**config.mk**
```make
export PLATFORM = sky130hd
export DESIGN_NAME = texture_unit_lru_binder
export DESIGN_NICKNAME = d
export VERILOG_FILES = /design/src/hdl/tulb_pkg.sv /design/src/hdl/tulb_cell.sv /design/src/hdl/texture_unit_lru_binder.sv
export VERILOG_INCLUDE_DIRS = /design/src /design/src/hdl
export SDC_FILE = /design/constraint.sdc
export NUM_CORES = 1
export LEC_CHECK = 0
export BUFFER_PORTS_ARGS = -buffer_cell sky130_fd_sc_hd__buf_4
export CORE_UTILIZATION = 65
export DETAILED_ROUTE_END_ITERATION = 10
export PLACE_DENSITY = 0.82
export RECOVER_POWER = 100
export SYNTH_ARGS = -nofsm -noshare
export SYNTH_HDL_FRONTEND = slang
export SYNTH_SLANG_ARGS = --single-unit
```
**constraint.sdc**
```tcl
create_clock -name i_clk -period 6.4 [get_ports i_clk]
set_input_delay 1.28 -clock i_clk [delete_from_list [all_inputs] [get_ports i_clk]]
set_output_delay 1.28 -clock i_clk [all_outputs]
set_load 0.02 [all_outputs]
```
**src/hdl/texture_unit_lru_binder_defines.svh**
```systemverilog
// Assertion macros shared by the texture unit binder RTL.
`ifndef TEXTURE_UNIT_LRU_BINDER_DEFINES_SVH
`define TEXTURE_UNIT_LRU_BINDER_DEFINES_SVH

// Same-cycle implication, checked outside reset.
`define TULB_ASSERT_NOW(lbl, clk, rst_n, ante, cons) \
    lbl: assert property (@(posedge clk) disable iff (!(rst_n)) (ante) |-> (cons)) \
        else $error("tulb: same-cycle check failed");

// Next-cycle implication, checked outside reset.
`define TULB_ASSERT_NEXT(lbl, clk, rst_n, ante, cons) \
    lbl: assert property (@(posedge clk) disable iff (!(rst_n)) (ante) |=> (cons)) \
        else $error("tulb: next-cycle check failed");

`endif

```
**src/hdl/tulb_pkg.sv**
```systemverilog
`default_nettype none
package tulb_pkg;

    localparam int SAMPLER_W = 16;
    localparam int FILTER_W  = 3;
    localparam int CLAMP_W   = 2;
    localparam int IN_DATA_W  = 32;
    localparam int OUT_DATA_W = 8;
    localparam int OUT_UNIT_W = 4;

    // Mode fields held by one binding, also used as the lookup key
    typedef struct packed {
        logic [SAMPLER_W-1:0] sampler;
        logic [FILTER_W-1:0]  filter;
        logic [CLAMP_W-1:0]   clamp_u;
        logic [CLAMP_W-1:0]   clamp_v;
    } t_mode;

    typedef enum logic [0:0] {
        ST_IDLE = 1'b0,
        ST_LOOK = 1'b1
    } t_state;

    // Take the default, else the texture's own value, else none/clamp
    function automatic logic [FILTER_W-1:0] resolve_mode(
        input logic [FILTER_W-1:0] dflt,
        input logic [FILTER_W-1:0] own
    );
        logic [FILTER_W-1:0] res;
        if (dflt != '0) begin
            res = dflt;
        end else if (own != '0) begin
            res = own;
        end else begin
            res = FILTER_W'(1);
        end
        return res;
    endfunction

endpackage
`default_nettype wire

```
**src/hdl/tulb_cell.sv**
```systemverilog
`default_nettype none
module tulb_cell #(
    parameter int UNIT_W     = 4,
    parameter int RESET_UNIT = 0,
    parameter bit IS_LAST    = 1'b0
) (
    input  wire logic                 i_clk,
    input  wire logic                 i_rst_n,
    input  wire logic                 i_update,
    input  wire tulb_pkg::t_mode      i_key,
    input  wire logic                 i_found,
    input  wire tulb_pkg::t_mode      i_shift_mode,
    input  wire logic [UNIT_W-1:0]    i_shift_unit,
    input  wire tulb_pkg::t_mode      i_sel_mode,
    input  wire logic [UNIT_W-1:0]    i_sel_unit,
    output logic                      o_found,
    output tulb_pkg::t_mode           o_sel_mode,
    output logic [UNIT_W-1:0]         o_sel_unit,
    output tulb_pkg::t_mode           o_mode,
    output logic [UNIT_W-1:0]         o_unit
);
    import tulb_pkg::*;

    t_mode             r_mode;
    logic [UNIT_W-1:0] r_unit;
    logic              w_match;
    logic              w_take;

    // Null key matches any empty binding; a real key needs all fields equal
    assign w_match = (r_mode.sampler == i_key.sampler) &&
                     ((i_key.sampler == '0) ||
                      ((r_mode.filter  == i_key.filter)  &&
                       (r_mode.clamp_u == i_key.clamp_u) &&
                       (r_mode.clamp_v == i_key.clamp_v)));

    // First match claims the selection; the last cell also takes a miss
    assign w_take  = !i_found && (w_match || IS_LAST);
    assign o_found = i_found || w_match;

    // Fold this binding into the selection chain
    assign o_sel_mode = i_sel_mode | (w_take ? r_mode : t_mode'('0));
    assign o_sel_unit = i_sel_unit | (w_take ? r_unit : '0);

    assign o_mode = r_mode;
    assign o_unit = r_unit;

    // Shift down from the neighbor while the chosen rank is at or below us
    always_ff @(posedge i_clk) begin
        if (!i_rst_n) begin
            r_mode <= '0;
            r_unit <= UNIT_W'(RESET_UNIT);
        end else if (i_update && !i_found) begin
            r_mode <= i_shift_mode;
            r_unit <= i_shift_unit;
        end
    end

endmodule
`default_nettype wire

```
**src/hdl/texture_unit_lru_binder.sv**
```systemverilog
// Texture unit binder with a most-recently-used ordered list of bindings.
// Input stream (i_s_axis_*): one request word per sampler bind, taken when
// tvalid and tready are both high. Output stream (o_m_axis_*): one result
// word per request, in request order.
// Each request is first latched with its modes resolved. Then every cell
// of the binding chain compares against the key, the first match (or the
// oldest binding on a miss) is selected along the chain and the list shifts
// down by one cell to move it to the front. The result sits in an output
// register, so a new request is taken while the previous result waits.
// No new request is taken while the previous one is in the lookup state.
// If the receiver stalls with a result still held, the block takes one more
// request and then holds it in the lookup state until the output register
// frees, so tready stays low meanwhile.
// Reset (synchronous, active low) puts unit i at rank i with no sampler and
// all modes zero, and empties the output register. No clearing pass.
`default_nettype none
module texture_unit_lru_binder #(
    parameter int UNIT_COUNT = 16
) (
    input  wire logic                            i_clk,
    input  wire logic                            i_rst_n,
    input  wire logic                            i_s_axis_tvalid,
    output logic                                 o_s_axis_tready,
    // [15:0] sampler_id, [18:16] dflt_filter, [20:19] default_clamp_u,
    // [22:21] default_clamp_v, [25:23] texture_filter,
    // [27:26] texture_clamp_u, [29:28] texture_clamp_v, [31:30] zero
    input  wire logic [tulb_pkg::IN_DATA_W-1:0]  i_s_axis_tdata,
    output logic                                 o_m_axis_tvalid,
    input  wire logic                            i_m_axis_tready,
    // [3:0] unit, [4] rebound, [5] victim_had_sampler, [7:6] zero
    output logic [tulb_pkg::OUT_DATA_W-1:0]      o_m_axis_tdata
);
    import tulb_pkg::*;
`include "texture_unit_lru_binder_defines.svh"

    localparam int UNIT_W = (UNIT_COUNT > 1) ? $clog2(UNIT_COUNT) : 1;

    t_state                r_state;
    t_state                n_state;
    t_mode                 r_key;
    logic                  r_out_valid;
    logic [OUT_DATA_W-1:0] r_out_data;
    logic                  w_accept;
    logic                  w_update;

    logic              w_found    [0:UNIT_COUNT];
    t_mode             w_sel_mode [0:UNIT_COUNT];
    logic [UNIT_W-1:0] w_sel_unit [0:UNIT_COUNT];
    t_mode             w_mode     [0:UNIT_COUNT-1];
    logic [UNIT_W-1:0] w_unit     [0:UNIT_COUNT-1];
    t_mode             w_shift_mode [0:UNIT_COUNT-1];
    logic [UNIT_W-1:0] w_shift_unit [0:UNIT_COUNT-1];
    t_mode             w_front_mode;
    logic              w_miss;
    logic              w_victim;
    logic [UNIT_W+OUT_UNIT_W-1:0] w_unit_ext;
    logic [FILTER_W-1:0] w_cu;
    logic [FILTER_W-1:0] w_cv;

    assign w_accept = i_s_axis_tvalid && o_s_axis_tready;

    // Latch the request and resolve its modes
    assign w_cu = resolve_mode({1'b0, i_s_axis_tdata[20:19]}, {1'b0, i_s_axis_tdata[27:26]});
    assign w_cv = resolve_mode({1'b0, i_s_axis_tdata[22:21]}, {1'b0, i_s_axis_tdata[29:28]});
    always_ff @(posedge i_clk) begin
        if (w_accept) begin
            r_key.sampler <= i_s_axis_tdata[15:0];
            r_key.filter  <= resolve_mode(i_s_axis_tdata[18:16], i_s_axis_tdata[25:23]);
            r_key.clamp_u <= w_cu[CLAMP_W-1:0];
            r_key.clamp_v <= w_cv[CLAMP_W-1:0];
        end
    end

    // Sequencer state
    always_ff @(posedge i_clk) begin
        if (!i_rst_n) begin
            r_state <= ST_IDLE;
        end else begin
            r_state <= n_state;
        end
    end

    // Next state; update the chain only when the output register is free
    always_comb begin
        n_state         = r_state;
        o_s_axis_tready = 1'b0;
        w_update        = 1'b0;
        unique case (r_state)
            ST_IDLE: begin
                o_s_axis_tready = 1'b1;
                if (i_s_axis_tvalid) begin
                    n_state = ST_LOOK;
                end
            end
            ST_LOOK: begin
                if (!r_out_valid || i_m_axis_tready) begin
                    w_update = 1'b1;
                    n_state  = ST_IDLE;
                end
            end
            default: begin
                n_state = ST_IDLE;
            end
        endcase
    end

    // Binding chain: rank 0 is the most recently used
    assign w_found[0]    = 1'b0;
    assign w_sel_mode[0] = '0;
    assign w_sel_unit[0] = '0;

    genvar g;
    generate
        for (g = 0; g < UNIT_COUNT; g++) begin : g_cell
            if (g == 0) begin : g_head
                assign w_shift_mode[g] = w_front_mode;
                assign w_shift_unit[g] = w_sel_unit[UNIT_COUNT];
            end else begin : g_body
                assign w_shift_mode[g] = w_mode[g-1];
                assign w_shift_unit[g] = w_unit[g-1];
            end
            tulb_cell #(
                .UNIT_W     (UNIT_W),
                .RESET_UNIT (g),
                .IS_LAST    (g == UNIT_COUNT - 1)
            ) u_cell (
                .i_clk                (i_clk),
                .i_rst_n              (i_rst_n),
                .i_update             (w_update),
                .i_key                (r_key),
                .i_found              (w_found[g]),
                .i_shift_mode         (w_shift_mode[g]),
                .i_shift_unit         (w_shift_unit[g]),
                .i_sel_mode           (w_sel_mode[g]),
                .i_sel_unit           (w_sel_unit[g]),
                .o_found              (w_found[g+1]),
                .o_sel_mode           (w_sel_mode[g+1]),
                .o_sel_unit           (w_sel_unit[g+1]),
                .o_mode               (w_mode[g]),
                .o_unit               (w_unit[g])
            );
        end
    endgenerate

    // Front entry: a real key rebinds with its own modes, a null key
    // keeps the selected binding's modes with no sampler
    always_comb begin
        if (r_key.sampler != '0) begin
            w_front_mode = r_key;
        end else begin
            w_front_mode         = w_sel_mode[UNIT_COUNT];
            w_front_mode.sampler = '0;
        end
    end

    assign w_miss     = !w_found[UNIT_COUNT];
    assign w_victim   = w_miss && (w_mode[UNIT_COUNT-1].sampler != '0);
    assign w_unit_ext = {{OUT_UNIT_W{1'b0}}, w_sel_unit[UNIT_COUNT]};

    // Output register
    always_ff @(posedge i_clk) begin
        if (!i_rst_n) begin
            r_out_valid <= 1'b0;
        end else if (w_update) begin
            r_out_valid <= 1'b1;
        end else if (i_m_axis_tready) begin
            r_out_valid <= 1'b0;
        end
    end

    always_ff @(posedge i_clk) begin
        if (w_update) begin
            r_out_data <= {2'b00, w_victim, w_miss, w_unit_ext[OUT_UNIT_W-1:0]};
        end
    end

    assign o_m_axis_tvalid = r_out_valid;
    assign o_m_axis_tdata  = r_out_data;

    // Checks
    `TULB_ASSERT_NOW(a_victim_needs_rebind, i_clk, i_rst_n, r_out_valid && r_out_data[5], r_out_data[4])
    `TULB_ASSERT_NEXT(a_accept_starts_lookup, i_clk, i_rst_n, w_accept, r_state == ST_LOOK)
    `TULB_ASSERT_NEXT(a_update_fills_output, i_clk, i_rst_n, w_update, r_out_valid && (r_state == ST_IDLE))
    `TULB_ASSERT_NOW(a_no_update_on_stall, i_clk, i_rst_n, r_out_valid && !i_m_axis_tready, !w_update)

endmodule
`default_nettype wire

```
==> summary.txt <==
Run status
  – Outcome: complete, but fails checks
  – Violated checks: max-capacitance violations, max-slew violations

GRT
  – First-pass GRT wire length: 92300 um
  – Antenna violations before repair: 0
  – Maximum number of pins on one net before global-route repair: 130
  – Combined global-route utilization of all metal layers: 0.316
  – Via count of the first global-routing pass: 17500
  – GRT Residual Overflow: 0

STA
  – Final worst-path cycle share: 0.839
  – Final Hold Violating Endpoints: 0
  – Setup Skew: 0.0221 ns
  – Post-layout minimum cycle time: 5.37 ns
  – Headroom to the max-slew limit: -0.324
  – Transition time at the pin with the least slew margin: 1.98 ns
  – Final setup TNS: 0 ns
  – Max Slew Vio Count: 52
  – Final setup fails: 0
  – Unrepaired setup endpoints after global routing: false
  – Fmax achieved: 186 MHz

Yosys
  – Average cell area after synthesis: 9.07 sq um
  – Sequential fraction of the synthesis area: 0.408
  – Synth Register Bits: 463
  – Portion of synthesized cell area occupied by the leading cell type: 0.371
  – EDFF count, synth: 29
  – Cell taking the most area after synthesis: dfxtp_1
  – Cell area after synthesis: 23400 sq um
  – Count of yosys warnings during synthesis: 0
  – Cell count after synthesis: 2581
  – Proportion of synthesized flip-flops having asynchronous set or reset: 0
  – Unique masters post-synth: 71
  – Dominant register cell in the synthesized netlist: dfxtp_1
  – Cell types with the largest area share after synthesis: dfxtp_1 (37%), xor2_1 (8.8%), nand2_1 (7.8%)

Drt
  – DR iter-0 viols: 1420
  – DRC violations left: 0
  – Total vias in the final route: 18200
  – Via density per instance: 6.05
  – Length of the first detailed-routing pass in iterations: 6
  – Avg WL per Cell: 19.3 um
  – WL final: 58100 um
  – Number of nets with antenna violations after detailed routing: 0

Power
  – Share of total power in sequential cells: 0.485
  – Internal power contribution: 4.72 mW
  – Total power density per cell area: 253 nW/um^2
  – Share of total power consumed by net switching: 0.251
  – Clock share of power: 0.432
  – Maximum vdd ir drop: 0.000313 V
  – Part of the total power dissipated in combinational logic: 0.083
  – Reported net switching power: 1.58 mW
  – Leakage dissipation: 9.19 nW

Hold path
  – Class of the most critical hold timing path: register to register

Cells and area
  – Filler cell count in the final layout: 2733
  – Non-filler instance count after layout: 3014
  – Final nets: 2556
  – Count of inserted antenna diode cells: 0
  – Share of cells above drive strength 1: 0.0760
  – Final design area excluding fillers: 25000 sq um
  – Relative area change from synthesis to final layout: 6.60%

Worst setup path
  – Crit end category: register
  – Data required time of the worst path: 6.87 ns
  – Startpoint kind of the worst setup timing path: register
  – Arrival time of the worst setup path: 5.84 ns
  – Biggest fanout along the worst timing path: 28
  – Category of the most critical setup path: register to register

Floorplanning
  – Width of the die: 192 um
  – Die Height: 192 um
  – Number of placement rows: 69
  – Number of top-level pins: 46
  – Overall die area: 36800 sq um
  – Initial standard-cell utilization of the core: 0.660
  – Area of the core region: 35500 sq um

Clocking
  – Total clock buffers created by CTS: 48
  – Clock tree root driver cell: clkbuf_16
  – TritonCTS clock tree: done
  – Clock latency reported for the late side of the worst-skew pair: 0.60 ns
  – Post-cts repair resize count: 0
  – Number of setup buffers added after CTS: 0
  – Number of hold-repair buffers added at the cts stage: 0
  – Clk slew on worst S/H paths: 0.06 ns
  – Maximum number of buffers from clock root to sink: 3
  – Number of H-tree branching levels: 2
  – Number of sinks handled by clock tree synthesis: 463

Job
  – Maximum Capacitance Violations: 2

Placement
  – Post-placement cell count: 2931
  – Placer congestion estimate: 0.932
  – Estimated wirelength of the detail-placed design: 39800 um
  – Post-placement cell area: 23500 sq um
  – Count of buffers inserted at the top-level ports: 41
-- per-stage QoR --
| stage | setup WS, ns | total power [mW] | hold slack [ns] | utilization |
|---|---|---|---|---|
| final | 1.03 | 6.30 | 0.481 | 0.703 |
| after global routing | 0.811 | 6.48 | 0.500 | 0.703 |
| after CTS | 1.94 | 6.32 | 0.470 | 0.705 |
| after detailed placement | 1.99 | 3.64 | 0.463 | 0.663 |
| after global placement | 2.05 | 3.62 | 0.448 | 0.663 |
| after floorplan | 3.43 | 3.52 | 0.439 | - |
-- critical path, cell delays in order (launching register included) --
cell and delay [ns]:
edfxtp_1 0.77, nor4_4 0.32, and4_1 1.05, a41oi_1 0.24, nand2b_1 0.40, nand2_1 0.14
clkbuf_1 1.07, nor2_1 0.25, clkbuf_1 0.56, nand2_1 0.27, a21boi_0 0.12
-- cells by family after synthesis --
family,count (synthesis),share of synthesized area
and+or+nand+nor,909,0.190
AOI/OAI and AO/OA,485,0.150
DFF,463,0.408
xor gates and xnor gates,368,0.138
buffers and inverters,202,0.0484
muxes,153,0.0655
other,1,0.000160
-- state kept, by name, summed over array words and instances, names as in the netlist --
name,count
r_key,23
g_cell.u_cell.o_mode,368
g_cell.u_cell.o_unit,64
o_m_axis_tdata,6
o_m_axis_tvalid,1
r_state,1
-- cell type report --
| cell class | count | area (sq um) | share of cell area |
|---|---|---|---|
| Clock inverter | 10 | 115 | 0.00461 |
| Timing Repair Buffer | 80 | 554 | 0.0222 |
| Sequential cell | 463 | 9560 | 0.383 |
| Multi-Input combinational cell | 1917 | 12700 | 0.509 |
| Tap cell | 461 | 577 | 0.0231 |
| Clock buffer | 73 | 1410 | 0.0563 |
| Inverter | 10 | 37.5 | 0.00150 |
-- power by group through the flow --
stage / registers, mW / clock network [mW] / logic, mW
5_1_grt: 3.06 / 2.86 / 0.562
6_report: 3.06 / 2.72 / 0.524
2_1_floorplan: 3.06 / 0 / 0.461
4_1_cts: 3.05 / 2.75 / 0.524
3_5_place_dp: 3.11 / 0 / 0.521
3_3_place_gp: 3.11 / 0 / 0.509
-- per-layer routing --
layer | wire, um | vias to the layer above | global-route usage
li1 | - | 8680 | -
met1 | 24600 | 8728 | 0.401
met2 | 27600 | 681 | 0.527
met3 | 3590 | 144 | 0.0464
met4 | 2360 | 0 | 0.150
met5 | 0 | - | 0
-- final timing paths --
check	startpoint	depth (start not counted)	slack [ns]	endpoint
hold reg to reg	g_cell[9].u_cell.o_mode[18]$_SDFFE_PN0P_	2	0.48	g_cell[10].u_cell.o_mode[18]$_SDFFE_PN0P_
setup / recovery	r_key[7]$_DFFE_PP_	10	1.03	g_cell[2].u_cell.o_mode[12]$_SDFFE_PN0P_
hold / removal	g_cell[9].u_cell.o_mode[18]$_SDFFE_PN0P_	2	0.48	g_cell[10].u_cell.o_mode[18]$_SDFFE_PN0P_
setup reg to reg	r_key[7]$_DFFE_PP_	10	1.03	g_cell[2].u_cell.o_mode[12]$_SDFFE_PN0P_
-- placed cells by master (no fill, tap or decap), types with 15 or more instances in the layout --
cell type,synthesis,layout
nand2_1,487,488
dfxtp_1,434,434
xor2_1,235,235
a21boi_0,111,212
mux2i_1,152,152
xnor2_1,133,133
nor2b_1,128,128
o21ai_0,109,109
nor4_1,71,71
nor2_1,58,61
nand3_1,53,52
clkbuf_16,0,48
nand4_1,45,45
buf_4,36,41
edfxtp_1,29,29
clkbuf_1,95,27
clkbuf_4,0,23
a31o_2,22,22
a21oi_1,18,18
a21boi_1,119,18
a22o_1,15,15
-- synth_stat cells (5+ instances only) --
cell type	number
nor4_4	6
xor2_1	235
a21oi_1	18
a211oi_1	6
nor2_1	58
a31o_2	22
nand4_1	45
a22o_1	15
a31oi_1	7
nand2b_1	5
buf_6	26
a22oi_1	13
o21ai_0	109
a222oi_1	5
a21boi_1	119
o2bb2ai_1	9
clkbuf_1	95
buf_4	36
edfxtp_1	29
nor2b_1	128
o31a_1	5
inv_1	9
nor4_1	71
a21boi_0	111
nor2_2	7
buf_2	35
mux2i_1	152
nand3_1	53
a221o_1	9
and2_1	8
dfxtp_1	434
nand2_1	487
xnor2_1	133
and3_1	9
a221oi_1	7
No activity file was read; power rests on OpenSTA's default activity.
